**src/hclp_pkg.sv**
```systemverilog
// Shared types, constants and helpers for the height command line parser.
// No dependencies.
`default_nettype none
package hclp_pkg;

  localparam int NUM_LINKS_DEF     = 2;
  localparam int LINE_CAPACITY_DEF = 32;
  localparam int KW_LEN            = 7;

  localparam logic [7:0] CH_NUL   = 8'h00;
  localparam logic [7:0] CH_TAB   = 8'h09;
  localparam logic [7:0] CH_LF    = 8'h0A;
  localparam logic [7:0] CH_VT    = 8'h0B;
  localparam logic [7:0] CH_FF    = 8'h0C;
  localparam logic [7:0] CH_CR    = 8'h0D;
  localparam logic [7:0] CH_SP    = 8'h20;
  localparam logic [7:0] CH_PLUS  = 8'h2B;
  localparam logic [7:0] CH_MINUS = 8'h2D;
  localparam logic [7:0] CH_ZERO  = 8'h30;
  localparam logic [7:0] CH_NINE  = 8'h39;

  localparam logic [31:0] POS_LIMIT = 32'h7FFF_FFFF;
  localparam logic [31:0] NEG_LIMIT = 32'h8000_0000;

  typedef enum logic [2:0] {
    PH_PREFIX = 3'd0,
    PH_BLANKS = 3'd1,
    PH_SIGNED = 3'd2,
    PH_DIGITS = 3'd3,
    PH_BAD    = 3'd4
  } phase_t;

  // per-link parse state, all-zero is the fresh-line value
  typedef struct packed {
    phase_t      phase;
    logic [2:0]  pos;
    logic        neg;
    logic [31:0] mag;
    logic        ovf;
    logic        ended;
  } line_st_t;

  function automatic logic [7:0] keyword_char(input logic [2:0] pos);
    logic [7:0] ch;
    case (pos)
      3'd0: ch = 8'h48;  // H
      3'd1: ch = 8'h45;  // E
      3'd2: ch = 8'h49;  // I
      3'd3: ch = 8'h47;  // G
      3'd4: ch = 8'h48;  // H
      3'd5: ch = 8'h54;  // T
      3'd6: ch = 8'h3A;  // :
      default: ch = 8'h00;
    endcase
    return ch;
  endfunction

endpackage
`default_nettype wire

```
**src/hclp_in_if.sv**
```systemverilog
// Request channel for received bytes: valid/ready plus byte and link tag.
// Depends on nothing.
`default_nettype none
interface hclp_in_if;
  logic       valid;
  logic       ready;
  logic [7:0] rx_byte;
  logic       link_index;

  modport source (output valid, output rx_byte, output link_index, input ready);
  modport sink   (input valid, input rx_byte, input link_index, output ready);
endinterface
`default_nettype wire

```
**src/hclp_out_if.sv**
```systemverilog
// Result channel for finished lines: valid/ready plus parse outcome.
// Depends on nothing.
`default_nettype none
interface hclp_out_if;
  logic               valid;
  logic               ready;
  logic               command_valid;
  logic signed [31:0] height_value;
  logic               line_link;
  logic [1:0]         last_valid_source;

  modport source (output valid, output command_valid, output height_value,
                  output line_link, output last_valid_source, input ready);
  modport sink   (input valid, input command_valid, input height_value,
                  input line_link, input last_valid_source, output ready);
endinterface
`default_nettype wire

```
**src/hclp_line_step.sv**
```systemverilog
// Next-state logic for one byte of one link's line, plus the end-of-line verdict.
// Depends on hclp_pkg.
`default_nettype none
module hclp_line_step #(
  parameter int LINE_CAPACITY = hclp_pkg::LINE_CAPACITY_DEF,
  localparam int CW = $clog2(LINE_CAPACITY)
) (
  input  hclp_pkg::line_st_t cur_st,
  input  logic [CW-1:0]      cur_cnt,
  input  logic [7:0]         rx_byte,
  output hclp_pkg::line_st_t nxt_st,
  output logic [CW-1:0]      nxt_cnt,
  output logic               cmd_ok,
  output logic signed [31:0] cmd_value
);
  import hclp_pkg::*;

  localparam logic [CW-1:0] CNT_LAST = CW'(LINE_CAPACITY - 1);

  logic        digit;
  logic        blank;
  logic        sign;
  logic [35:0] acc_wide;
  logic [2:0]  pos_inc;

  assign digit = (rx_byte >= CH_ZERO) && (rx_byte <= CH_NINE);
  assign blank = (rx_byte == CH_SP) || (rx_byte == CH_TAB) ||
                 (rx_byte == CH_VT) || (rx_byte == CH_FF);
  assign sign  = (rx_byte == CH_PLUS) || (rx_byte == CH_MINUS);
  // m*10 + d; anything above bit 31 means the magnitude would wrap
  assign acc_wide = ({4'b0, cur_st.mag} << 3) + ({4'b0, cur_st.mag} << 1) +
                    36'(rx_byte[3:0]);
  assign pos_inc = cur_st.pos + 3'd1;

  always_comb begin
    nxt_st    = cur_st;
    nxt_cnt   = cur_cnt;
    cmd_ok    = 1'b0;
    cmd_value = '0;
    if (rx_byte == CH_LF) begin
      cmd_ok = (cur_st.phase == PH_DIGITS);
      if (cmd_ok) begin
        if (cur_st.neg) begin
          cmd_value = (cur_st.ovf || cur_st.mag > NEG_LIMIT) ? NEG_LIMIT
                                                              : 32'd0 - cur_st.mag;
        end else begin
          cmd_value = (cur_st.ovf || cur_st.mag > POS_LIMIT) ? POS_LIMIT : cur_st.mag;
        end
      end
      nxt_st  = '0;
      nxt_cnt = '0;
    end else if (cur_cnt < CNT_LAST) begin
      nxt_cnt = cur_cnt + CW'(1);
      if (!cur_st.ended) begin
        if (rx_byte == CH_NUL) begin
          nxt_st.ended = 1'b1;
        end else if (cur_st.phase == PH_PREFIX) begin
          if (cur_st.pos < 3'(KW_LEN) && rx_byte == keyword_char(cur_st.pos)) begin
            nxt_st.pos = pos_inc;
            if (pos_inc == 3'(KW_LEN)) begin
              nxt_st.phase = PH_BLANKS;
            end
          end else begin
            nxt_st.phase = PH_BAD;
          end
        end else if (cur_st.phase == PH_BLANKS && blank) begin
          nxt_st.phase = PH_BLANKS;
        end else if (cur_st.phase == PH_BLANKS && sign) begin
          nxt_st.neg   = (rx_byte == CH_MINUS);
          nxt_st.phase = PH_SIGNED;
        end else if ((cur_st.phase == PH_BLANKS || cur_st.phase == PH_SIGNED ||
                      cur_st.phase == PH_DIGITS) && digit) begin
          if (|acc_wide[35:32]) begin
            nxt_st.ovf = 1'b1;
          end else begin
            nxt_st.mag = acc_wide[31:0];
          end
          nxt_st.phase = PH_DIGITS;
        end else begin
          nxt_st.phase = PH_BAD;
        end
      end
    end else begin
      // line full: discard it and start over
      nxt_st  = '0;
      nxt_cnt = '0;
    end
  end

endmodule
`default_nettype wire

```
**src/height_command_line_parser.sv**
```systemverilog
// Height command line parser: takes one byte per cycle, tagged with its serial link,
// and reports one request on the result channel for every newline. Each link keeps
// its own line state (length, parse phase, sign, magnitude) in a small state memory
// with a registered read; nothing of the text itself is stored. A byte is read from
// that memory at the accepting edge, updated in the next cycle and written back, so
// the block takes a new byte every cycle unless stalled, also on the same link, where
// a bypass register hands the just-written state to the following byte. A result is
// registered: its newline passes the update stage and then the result register,
// which holds the result until the result channel takes it. The input stalls
// only while a newline waits behind an unconsumed result. The state memory needs no
// clearing pass after reset: per-link valid bits make untouched entries read as a
// fresh line. Carriage returns and bytes from links beyond NUM_LINKS change nothing.
// Depends on hclp_pkg, hclp_in_if, hclp_out_if and hclp_line_step.
`default_nettype none
module height_command_line_parser #(
  parameter int NUM_LINKS     = hclp_pkg::NUM_LINKS_DEF,
  parameter int LINE_CAPACITY = hclp_pkg::LINE_CAPACITY_DEF
) (
  input  logic        clk,
  input  logic        rst_n,
  hclp_in_if.sink     in_ch,
  hclp_out_if.source  out_ch
);
  import hclp_pkg::*;

  localparam int CW = $clog2(LINE_CAPACITY);
  localparam int AW = (NUM_LINKS > 1) ? $clog2(NUM_LINKS) : 1;

  typedef struct packed {
    logic [CW-1:0] cnt;
    line_st_t      st;
  } entry_t;

  // state memory and its per-entry valid bits
  entry_t               mem [NUM_LINKS];
  logic [NUM_LINKS-1:0] ent_vld_r;

  // accept side
  logic          accept;
  logic          in_range;
  logic [AW-1:0] raddr;

  // update stage
  logic          a_vld_r;
  logic [7:0]    a_byte_r;
  logic          a_link_r;
  logic          a_drop_r;
  logic [AW-1:0] a_addr_r;
  entry_t        rd_r;
  logic          rd_vld_r;
  entry_t        byp_r;
  logic          byp_hit_r;
  entry_t        cur;
  entry_t        wdata;
  logic          ignore;
  logic          has_res;
  logic          a_adv;
  logic          we;

  logic               cmd_ok;
  logic signed [31:0] cmd_value;

  logic [1:0] last_src_r;
  logic [1:0] last_src_nxt;

  // result register
  logic               out_vld_r;
  logic               out_ok_r;
  logic signed [31:0] out_value_r;
  logic               out_link_r;
  logic [1:0]         out_src_r;

  assign in_range = (NUM_LINKS > 1) || !in_ch.link_index;
  assign raddr    = in_range ? AW'(in_ch.link_index) : '0;
  assign accept   = in_ch.valid && in_ch.ready;

  // current line state: bypass beats memory, untouched entries are fresh
  always_comb begin
    if (byp_hit_r) begin
      cur = byp_r;
    end else if (rd_vld_r) begin
      cur = rd_r;
    end else begin
      cur = '0;
    end
  end

  hclp_line_step #(
    .LINE_CAPACITY (LINE_CAPACITY)
  ) u_step (
    .cur_st    (cur.st),
    .cur_cnt   (cur.cnt),
    .rx_byte   (a_byte_r),
    .nxt_st    (wdata.st),
    .nxt_cnt   (wdata.cnt),
    .cmd_ok    (cmd_ok),
    .cmd_value (cmd_value)
  );

  assign ignore  = a_drop_r || (a_byte_r == CH_CR);
  assign has_res = a_vld_r && !ignore && (a_byte_r == CH_LF);
  assign a_adv   = !a_vld_r || !has_res || !out_vld_r || out_ch.ready;
  assign we      = a_vld_r && a_adv && !ignore;

  assign in_ch.ready = !a_vld_r || a_adv;

  assign last_src_nxt = cmd_ok ? (2'(a_link_r) + 2'd1) : last_src_r;

  // state memory: one write and one read port, read data registered
  always_ff @(posedge clk) begin
    if (we) begin
      mem[a_addr_r] <= wdata;
    end
    if (accept) begin
      rd_r <= mem[raddr];
    end
  end

  always_ff @(posedge clk) begin
    if (!rst_n) begin
      ent_vld_r <= '0;
    end else if (we) begin
      ent_vld_r[a_addr_r] <= 1'b1;
    end
  end

  // update stage registers
  always_ff @(posedge clk) begin
    if (!rst_n) begin
      a_vld_r <= 1'b0;
    end else if (accept) begin
      a_vld_r <= 1'b1;
    end else if (a_adv) begin
      a_vld_r <= 1'b0;
    end
  end

  always_ff @(posedge clk) begin
    if (accept) begin
      a_byte_r  <= in_ch.rx_byte;
      a_link_r  <= in_ch.link_index;
      a_drop_r  <= !in_range;
      a_addr_r  <= raddr;
      rd_vld_r  <= ent_vld_r[raddr];
      byp_r     <= wdata;
      // same-link write landing at this edge: take it instead of the stale read
      byp_hit_r <= we && (a_addr_r == raddr);
    end
  end

  always_ff @(posedge clk) begin
    if (!rst_n) begin
      last_src_r <= '0;
    end else if (we && has_res) begin
      last_src_r <= last_src_nxt;
    end
  end

  // result register
  always_ff @(posedge clk) begin
    if (!rst_n) begin
      out_vld_r <= 1'b0;
    end else if (has_res && a_adv) begin
      out_vld_r <= 1'b1;
    end else if (out_ch.ready) begin
      out_vld_r <= 1'b0;
    end
  end

  always_ff @(posedge clk) begin
    if (has_res && a_adv) begin
      out_ok_r    <= cmd_ok;
      out_value_r <= cmd_value;
      out_link_r  <= a_link_r;
      out_src_r   <= last_src_nxt;
    end
  end

  assign out_ch.valid             = out_vld_r;
  assign out_ch.command_valid     = out_ok_r;
  assign out_ch.height_value      = out_value_r;
  assign out_ch.line_link         = out_link_r;
  assign out_ch.last_valid_source = out_src_r;

endmodule
`default_nettype wire
```
**src/flat_wrapper.sv**
```systemverilog
// flat-port wrapper written by rule: the top's interface ports become plain ports
module height_command_line_parser_flat import hclp_pkg::*;
#(
  parameter int NUM_LINKS     = hclp_pkg::NUM_LINKS_DEF,
  parameter int LINE_CAPACITY = hclp_pkg::LINE_CAPACITY_DEF
)
  (clk, rst_n, in_ch_valid, in_ch_rx_byte, in_ch_link_index, in_ch_ready, out_ch_valid, out_ch_command_valid, out_ch_height_value, out_ch_line_link, out_ch_last_valid_source, out_ch_ready);
  hclp_in_if in_ch_i ();
  hclp_out_if out_ch_i ();
  input  logic clk;
  input  logic rst_n;
  input wire logic [$bits(in_ch_i.valid)-1:0] in_ch_valid;
  input wire logic [$bits(in_ch_i.rx_byte)-1:0] in_ch_rx_byte;
  input wire logic [$bits(in_ch_i.link_index)-1:0] in_ch_link_index;
  output wire logic [$bits(in_ch_i.ready)-1:0] in_ch_ready;
  output wire logic [$bits(out_ch_i.valid)-1:0] out_ch_valid;
  output wire logic [$bits(out_ch_i.command_valid)-1:0] out_ch_command_valid;
  output wire logic [$bits(out_ch_i.height_value)-1:0] out_ch_height_value;
  output wire logic [$bits(out_ch_i.line_link)-1:0] out_ch_line_link;
  output wire logic [$bits(out_ch_i.last_valid_source)-1:0] out_ch_last_valid_source;
  input wire logic [$bits(out_ch_i.ready)-1:0] out_ch_ready;
  assign in_ch_i.valid = in_ch_valid;
  assign in_ch_i.rx_byte = in_ch_rx_byte;
  assign in_ch_i.link_index = in_ch_link_index;
  assign in_ch_ready = in_ch_i.ready;
  assign out_ch_valid = out_ch_i.valid;
  assign out_ch_command_valid = out_ch_i.command_valid;
  assign out_ch_height_value = out_ch_i.height_value;
  assign out_ch_line_link = out_ch_i.line_link;
  assign out_ch_last_valid_source = out_ch_i.last_valid_source;
  assign out_ch_i.ready = out_ch_ready;
  height_command_line_parser #(.NUM_LINKS(NUM_LINKS), .LINE_CAPACITY(LINE_CAPACITY)) u_core (.clk(clk), .rst_n(rst_n), .in_ch(in_ch_i), .out_ch(out_ch_i));
endmodule
```
**config.mk**
```make
export PLATFORM = sky130hd
export DESIGN_NAME = height_command_line_parser_flat
export DESIGN_NICKNAME = d
export VERILOG_FILES = /design/src/hclp_pkg.sv /design/src/hclp_in_if.sv /design/src/hclp_out_if.sv /design/src/hclp_line_step.sv /design/src/height_command_line_parser.sv /design/src/flat_wrapper.sv
export SDC_FILE = /design/constraint.sdc
export NUM_CORES = 1
export LEC_CHECK = 0
export ABC_AREA = 1
export BUFFER_PORTS_ARGS = -buffer_cell sky130_fd_sc_hd__buf_2
export CAP_MARGIN = 20
export CORE_MARGIN = 2
export CORE_UTILIZATION = 35
export DETAILED_ROUTE_END_ITERATION = 6
export GPL_TIMING_DRIVEN = 0
export SYNTH_ARGS = -nofsm -noshare
export SYNTH_HDL_FRONTEND = slang
export SYNTH_HIERARCHICAL = 1
export SYNTH_SLANG_ARGS = --single-unit
```
**constraint.sdc**
```tcl
create_clock -name clk -period 12.1 [get_ports clk]
set_clock_uncertainty 0.2 [all_clocks]
set_input_delay 0 -clock clk [delete_from_list [all_inputs] [get_ports clk]]
set_output_delay 0 -clock clk [all_outputs]
set_load 0.01 [all_outputs]
```
### Yosys cells after proc, flatten, opt, wreduce, memory -nomap -nowiden

Memories as Yosys holds them, arrays and structs flattened. A register that Yosys moved wholly into a read port is not among the register bits.
Cells that the tools add are included.

* register bits: 99
* bits in writable memories: 92
* logic and storage cells: 139
* memories kept: 1

* $add $sub $neg: 6
* order comparisons: 9
* eq/ne operators: 20
* mux-type cells: 45
* bitwise logic cells: 1
* reduce and logical (&&, ||, !) cells: 38

Memories
* u_core.mem: depth 2, width 46, rd ports 1, clocked after Yosys merged registers in 1, wr ports 1, line height_command_line_parser.sv:35 `entry_t mem [NUM_LINKS];`

Operators with widths (number)
* 32-bit 2-to-1 mux: 4
* 41-bit 2-to-1 mux: 3
* 46-bit 2-to-1 mux: 2
* 34-bit 2-to-1 mux: 2
* 33-bit 2-to-1 mux: 2
* 7-bit case mux with 6 select lines: 1
* 8-bit by 4-bit == test with 1-bit output, second input constant: 5
* 40-bit 2-to-1 mux: 1
* 8-bit 2-to-1 mux: 5
* 35-bit by 33-bit adder with 36-bit output: 1
* 36-bit by 4-bit adder with 36-bit output: 1
* 32-bit by 31-bit greater-than comparator with 1-bit output, second input constant: 1
* 32-bit greater-than comparator, second input constant: 1
* 1-bit by 32-bit subtractor with 32-bit output, first input constant: 1
* 8-bit by 6-bit == test with 1-bit output, second input constant: 3
* 3-bit 2-to-1 mux: 8
* 1-bit logical AND: 14
* 1-bit 2-to-1 mux: 13
* 3-bit by 2-bit == test with 1-bit output, second input constant: 4
* 3-bit == test, second input constant: 4
* 1-bit logical OR: 12
* 5-bit 2-to-1 mux: 2
* 8-bit == test: 1
* 8-bit by 6-bit greater-or-equal comparator with 1-bit output, second input constant: 1
* 20 further kinds: 27

### Depth between registers and ports, before layout

* depth after elaboration: 18
* gate-level depth with buffers: 26
* mapped depth without buffers: 25

### Hierarchy

The synthesis kept the hierarchy.

Modules (own cells, without submodules)
* height_command_line_parser: times used 1, cells an instance 505, area an instance 8620.8 µm², seq. area each 7056.8 µm²
* hclp_line_step: times used 1, cells an instance 956, area an instance 5027.3 µm², seq. area each 0.0 µm²

### Least setup slack after synthesis

Ideal clock, no wire load.

* path kind: register to register
* start point: register u_core.a_byte_r[0]
* end point: register u_core.a_addr_r (enable)
* setup time: 0.626 ns
* arrival time: 6.462 ns
* required time: 11.274 ns
* path slack: 4.811 ns
* stages on the path, launching flop included: 7
* path buffers: 0
* period minus slack after synthesis: 7.289 ns
* path through: edfxtp_1 -> inv_1 -> nand2_1 -> nor2_2 -> nand2_2 -> clkinv_4 -> a31oi_1

* cells in the longest elaborated chain, start to end: 10
* elaborated cells on any way between the ends: 11

RTL lines
* start: declaration: line height_command_line_parser.sv:45 `logic [7:0] a_byte_r;`
* start signal: assignment: line height_command_line_parser.sv:140 `a_byte_r <= in_ch.rx_byte;`
* 8-bit by 4-bit == test with 1-bit output: line height_command_line_parser.sv:100 `assign ignore = a_drop_r || (a_byte_r == CH_CR);`
* 1-bit zero test: line height_command_line_parser.sv:101 `assign has_res = a_vld_r && !ignore && (a_byte_r == CH_LF);`
* 1-bit logical AND: line height_command_line_parser.sv:101
* 1-bit logical AND *: line height_command_line_parser.sv:101
* 1-bit zero test *: line height_command_line_parser.sv:102 `assign a_adv = !a_vld_r || !has_res || !out_vld_r || out_ch.ready;`
* 1-bit logical OR * (3 in series): line height_command_line_parser.sv:102
* 1-bit logical OR *: line height_command_line_parser.sv:105 `assign in_ch.ready = !a_vld_r || a_adv;`
* 1-bit logical AND *: line height_command_line_parser.sv:75 `assign accept = in_ch.valid && in_ch.ready;`
* net u_core.accept: line height_command_line_parser.sv:39 `logic accept;`
* end signal: assignment: line height_command_line_parser.sv:143 `a_addr_r <= raddr;`
* end: declaration: line height_command_line_parser.sv:48 `logic [AW-1:0] a_addr_r;`

Mark *: on every way through the listed nets, which the timed path passes. The rest lies on a longest branch.
A chain may end at the register's enable or synchronous reset.

==> metrics <==
Post-CTS Setup Inserts=0; worst IR drop on VDD=0.09382 mV; drt initial violations=829; remaining antenna violation count=0; post-synthesis async set-or-reset flop share=0%; Seq cells post-synth=237; RSZ-0062 raised after global routing=no; first-pass GRT wire length=56.20 mm; sequence of cells on the critical path=buf_2 -> buf_2 -> nand2_1 -> nand2_1 -> inv_2 -> fa_1 -> fa_1 -> inv_1 -> nand2_1 -> nand2_1 -> nand3_1 -> nand2_1 -> nand2_1 -> nand2_2 -> nand2_1 -> nand3_1 -> nand2_1 -> nor2_2 -> nand2_2 -> clkinv_4 -> buf_2 -> nand3_1 -> nand2_1 -> nor2_1; post-placement worst setup slack=7325 ps; buffers and inverters on the worst path=6; share of the clock period used by the worst path=40.41%; number of diodes added for antenna fixing=0; total iterations of the first detailed-routing run=6; IO Count=51; number of buffer cells added on primary ports=50; global-route total usage across every layer=17.53%; DRC=0; number of antenna violations at the first check in global routing=0; final critical delay including setup and external delays=4890 ps; number of buffers added to fix hold violations after cts=21; largest stage delay on the critical path=520 ps; number of standard cells after synthesis=1,461; Worst-Skew Late Latency=550 ps; number of fill cells in the layout=3,855; number of violations of the max-capacitance limit=0; Post-Synthesis Net Count=1,547; post-synthesis instance area=13,650 um2; arrival time worst endpoint=4930 ps; result of the run=finished, final reports clean; average wire length per cell after detail routing=17.11 um; placer congestion estimate=0.9263; overall power=2.062 mW; Final Slew Violations=0; Vias/cell=5.008; final-stage net count=1,654; total number of vias=10,550; crit start category=flip-flop; largest net degree at the start of global routing=30; Area growth, synth to finish=15.44%; largest fanout of any net on the critical path=10; Resize count post-CTS=0; DIE AREA=40,590 um2; dominant cell type by count on the critical path=sky130_fd_sc_hd__nand2_1; register area share after synthesis=51.71%; via count of the first global-routing pass=10,310; number of buffers on the longest clock path=3; number of enable-type register cells in the synthesized netlist=231; root buffer selected by CTS=sky130_fd_sc_hd__clkbuf_16; most used flip-flop cell after synthesis=sky130_fd_sc_hd__edfxtp_1; area leader, netlist=sky130_fd_sc_hd__edfxtp_1; Hold/Removal Path Class=input port to flip-flop; grt total ovfl=0; overall die width=201.5 um; number of buffers created by CTS=27; half-perimeter wire length after placement=26.37 mm; final worst-path setup slack=7210 ps; proportion of netlist area held by the largest area contributor=50.83%; Top delay family on crit path=simple AND/OR/NAND/NOR gates; slew of the pin with the lowest slew margin=1086 ps; Required @ worst endpoint=12,140 ps; number of setup violations in the final report=0; Crit. End Element=flip-flop; vertical die dimension=201.5 um; Core Box Area=38,560 um2; CTS tree=yes; total of warnings raised by yosys=6; Setup CP Type=flip-flop to flip-flop; Avg Cell Area, Syn=9.342 um2; count of unique library cells instantiated by Yosys=52; Site Rows=72; maximum operating frequency=204.5 MHz; share of post-route cells with drive strength above 1=12.91%; synth top area cells=sky130_fd_sc_hd__edfxtp_1 51%, sky130_fd_sc_hd__nand2_1 11%, sky130_fd_sc_hd__ha_1 6.5%, sky130_fd_sc_hd__nand3_1 4.6%, sky130_fd_sc_hd__inv_1 4.1%; effective utilization at floorplan=35.40%; highest-delay cell along the critical path=sky130_fd_sc_hd__fa_1; Layout Utilization=40.86%; tightest slew margin relative to the limit=27.35%; Worst Hold Margin=98.51 ps; Power Density=130.9 nW/um2; Final Hold Violating Endpoints=0; Pleak=6.850 nW; Routed WL=36.03 mm; clock transition at the register clock pins on the worst setup and hold paths after CTS=60 ps; maximum level of the CTS H-tree=1; number of clock sinks=237; setup_tns=0 ps
==> state kept, by name (all words and copies together), names as in the netlist <==
name / flops
u_core/rd_vld_r: 1
u_core/last_src_r: 2
u_core/a_vld_r: 1
u_core/out_ch.last_valid_source: 2
u_core/rd_r: 46
u_core/out_ch.valid: 1
u_core/out_ch.height_value: 32
u_core/byp_hit_r: 1
u_core/a_byte_r: 8
u_core/out_ch.command_valid: 1
u_core/a_addr_r: 1
u_core/out_ch.line_link: 1
u_core/mem: 92
u_core/ent_vld_r: 2
u_core/byp_r: 46
==> through the flow <==
step	cells	area (um2)
after global placement	2029	14550
after CTS	2106	15760
after detailed placement	2036	14720
final	2106	15760
after floorplan	1461	13650
after global routing	2106	15760
==> Yosys cell counts, types with 14 or more instances <==
| cell type | count |
|---|---|
| sky130_fd_sc_hd__xor2_1 | 32 |
| sky130_fd_sc_hd__xnor2_1 | 14 |
| sky130_fd_sc_hd__edfxtp_1 | 231 |
| sky130_fd_sc_hd__nor3_1 | 15 |
| sky130_fd_sc_hd__clkbuf_1 | 16 |
| sky130_fd_sc_hd__inv_1 | 148 |
| sky130_fd_sc_hd__a21oi_1 | 56 |
| sky130_fd_sc_hd__o21ai_0 | 27 |
| sky130_fd_sc_hd__mux2_2 | 39 |
| sky130_fd_sc_hd__nand3_1 | 125 |
| sky130_fd_sc_hd__nand2_1 | 390 |
| sky130_fd_sc_hd__ha_1 | 71 |
| sky130_fd_sc_hd__buf_2 | 18 |
| sky130_fd_sc_hd__nor2_1 | 140 |
==> cells by family (layout without fill, tap and decap cells) <==
kind of cell,after synthesis,count (layout),share of synthesized area (%)
XOR/XNOR,46,46,2.952
flip-flops,237,237,51.71
adder cells (fa/ha/maj),73,73,6.802
buffers and inverters,203,330,6.161
multiplexers,46,46,3.795
AO/OA/AOI/OAI,130,130,5.748
AND/OR/NAND/NOR,726,726,22.84
==> power by group <==
part           switching, mW  internal, mW
clock network          0.315         0.450
logic                  0.228         0.110
registers             0.0120         0.948
==> worst reg2reg max path: stages (launching register included) <==
cell and delay, ps:
sky130_fd_sc_hd__edfxtp_1 360, sky130_fd_sc_hd__buf_2 290, sky130_fd_sc_hd__buf_2 310, sky130_fd_sc_hd__nand2_1 90, sky130_fd_sc_hd__nand2_1 190, sky130_fd_sc_hd__inv_2 100
sky130_fd_sc_hd__fa_1 520, sky130_fd_sc_hd__fa_1 480, sky130_fd_sc_hd__inv_1 70, sky130_fd_sc_hd__nand2_1 40, sky130_fd_sc_hd__nand2_1 120, sky130_fd_sc_hd__nand3_1 90
sky130_fd_sc_hd__nand2_1 170, sky130_fd_sc_hd__nand2_1 90, sky130_fd_sc_hd__nand2_2 150, sky130_fd_sc_hd__nand2_1 100, sky130_fd_sc_hd__nand3_1 90, sky130_fd_sc_hd__nand2_1 80
sky130_fd_sc_hd__nor2_2 190, sky130_fd_sc_hd__nand2_2 110, sky130_fd_sc_hd__clkinv_4 130, sky130_fd_sc_hd__buf_2 270, sky130_fd_sc_hd__nand3_1 170, sky130_fd_sc_hd__nand2_1 130
sky130_fd_sc_hd__nor2_1 70
==> cell type report <==
| class | instances | area [um2] | area share [%] |
|---|---|---|---|
| tap | 518 | 648.1 | 4.114 |
| sequential | 237 | 7057 | 44.79 |
| clock inverter | 17 | 133.9 | 0.8497 |
| multi-input combinational | 1021 | 5766 | 36.59 |
| timing repair buffer | 78 | 615.6 | 3.907 |
| clock buffer | 32 | 694.4 | 4.408 |
| inverter | 163 | 626.9 | 3.979 |
| buffer | 40 | 214.0 | 1.358 |
==> placed cells by master (no fill, tap or decap), types with 8 or more instances in the layout <==
cell                            netlist  layout
sky130_fd_sc_hd__a21oi_1             56      56
sky130_fd_sc_hd__inv_2               11      13
sky130_fd_sc_hd__nor2_1             140     140
sky130_fd_sc_hd__nand4_1             11      11
sky130_fd_sc_hd__xnor2_1             14      14
sky130_fd_sc_hd__o21ai_0             27      27
sky130_fd_sc_hd__inv_1              148     146
sky130_fd_sc_hd__clkbuf_16            0      27
sky130_fd_sc_hd__nor2_2               8       8
sky130_fd_sc_hd__edfxtp_1           231     231
sky130_fd_sc_hd__nand2_1            390     390
sky130_fd_sc_hd__nand2_2             10      10
sky130_fd_sc_hd__buf_2               18      68
sky130_fd_sc_hd__clkbuf_1            16      21
sky130_fd_sc_hd__ha_1                71      71
sky130_fd_sc_hd__nand3_1            125     125
sky130_fd_sc_hd__mux2_2              39      39
sky130_fd_sc_hd__clkinv_1             1       8
sky130_fd_sc_hd__a211oi_1             9       9
sky130_fd_sc_hd__xor2_1              32      32
sky130_fd_sc_hd__dlygate4sd3_1        0      21
sky130_fd_sc_hd__nor3_1              15      15
==> path summary, 6_finish.rpt <==
kind	to	slack (ps)	from	depth (start not counted)
max	u_core/mem[1][29]$_DFFE_PP_	7210	u_core/byp_hit_r$_DFFE_PP_	24
min	u_core/last_src_r[1]$_SDFFE_PN0P_	100	rst_n	4
max reg2reg	u_core/mem[1][29]$_DFFE_PP_	7210	u_core/byp_hit_r$_DFFE_PP_	24
min reg2reg	u_core/ent_vld_r[1]$_SDFFE_PN0P_	260	u_core/ent_vld_r[1]$_SDFFE_PN0P_	2
==> metal layers <==
layer  routed length (um)  global-route usage [%]  share of wire, %
met3                 1923                   2.138               5.3
met2                16110                   28.39                45
met4                  851                   4.280               2.4
met5                    0                       0                 0
met1                17150                   25.03                48
No activity file was read; power rests on OpenSTA's default activity.
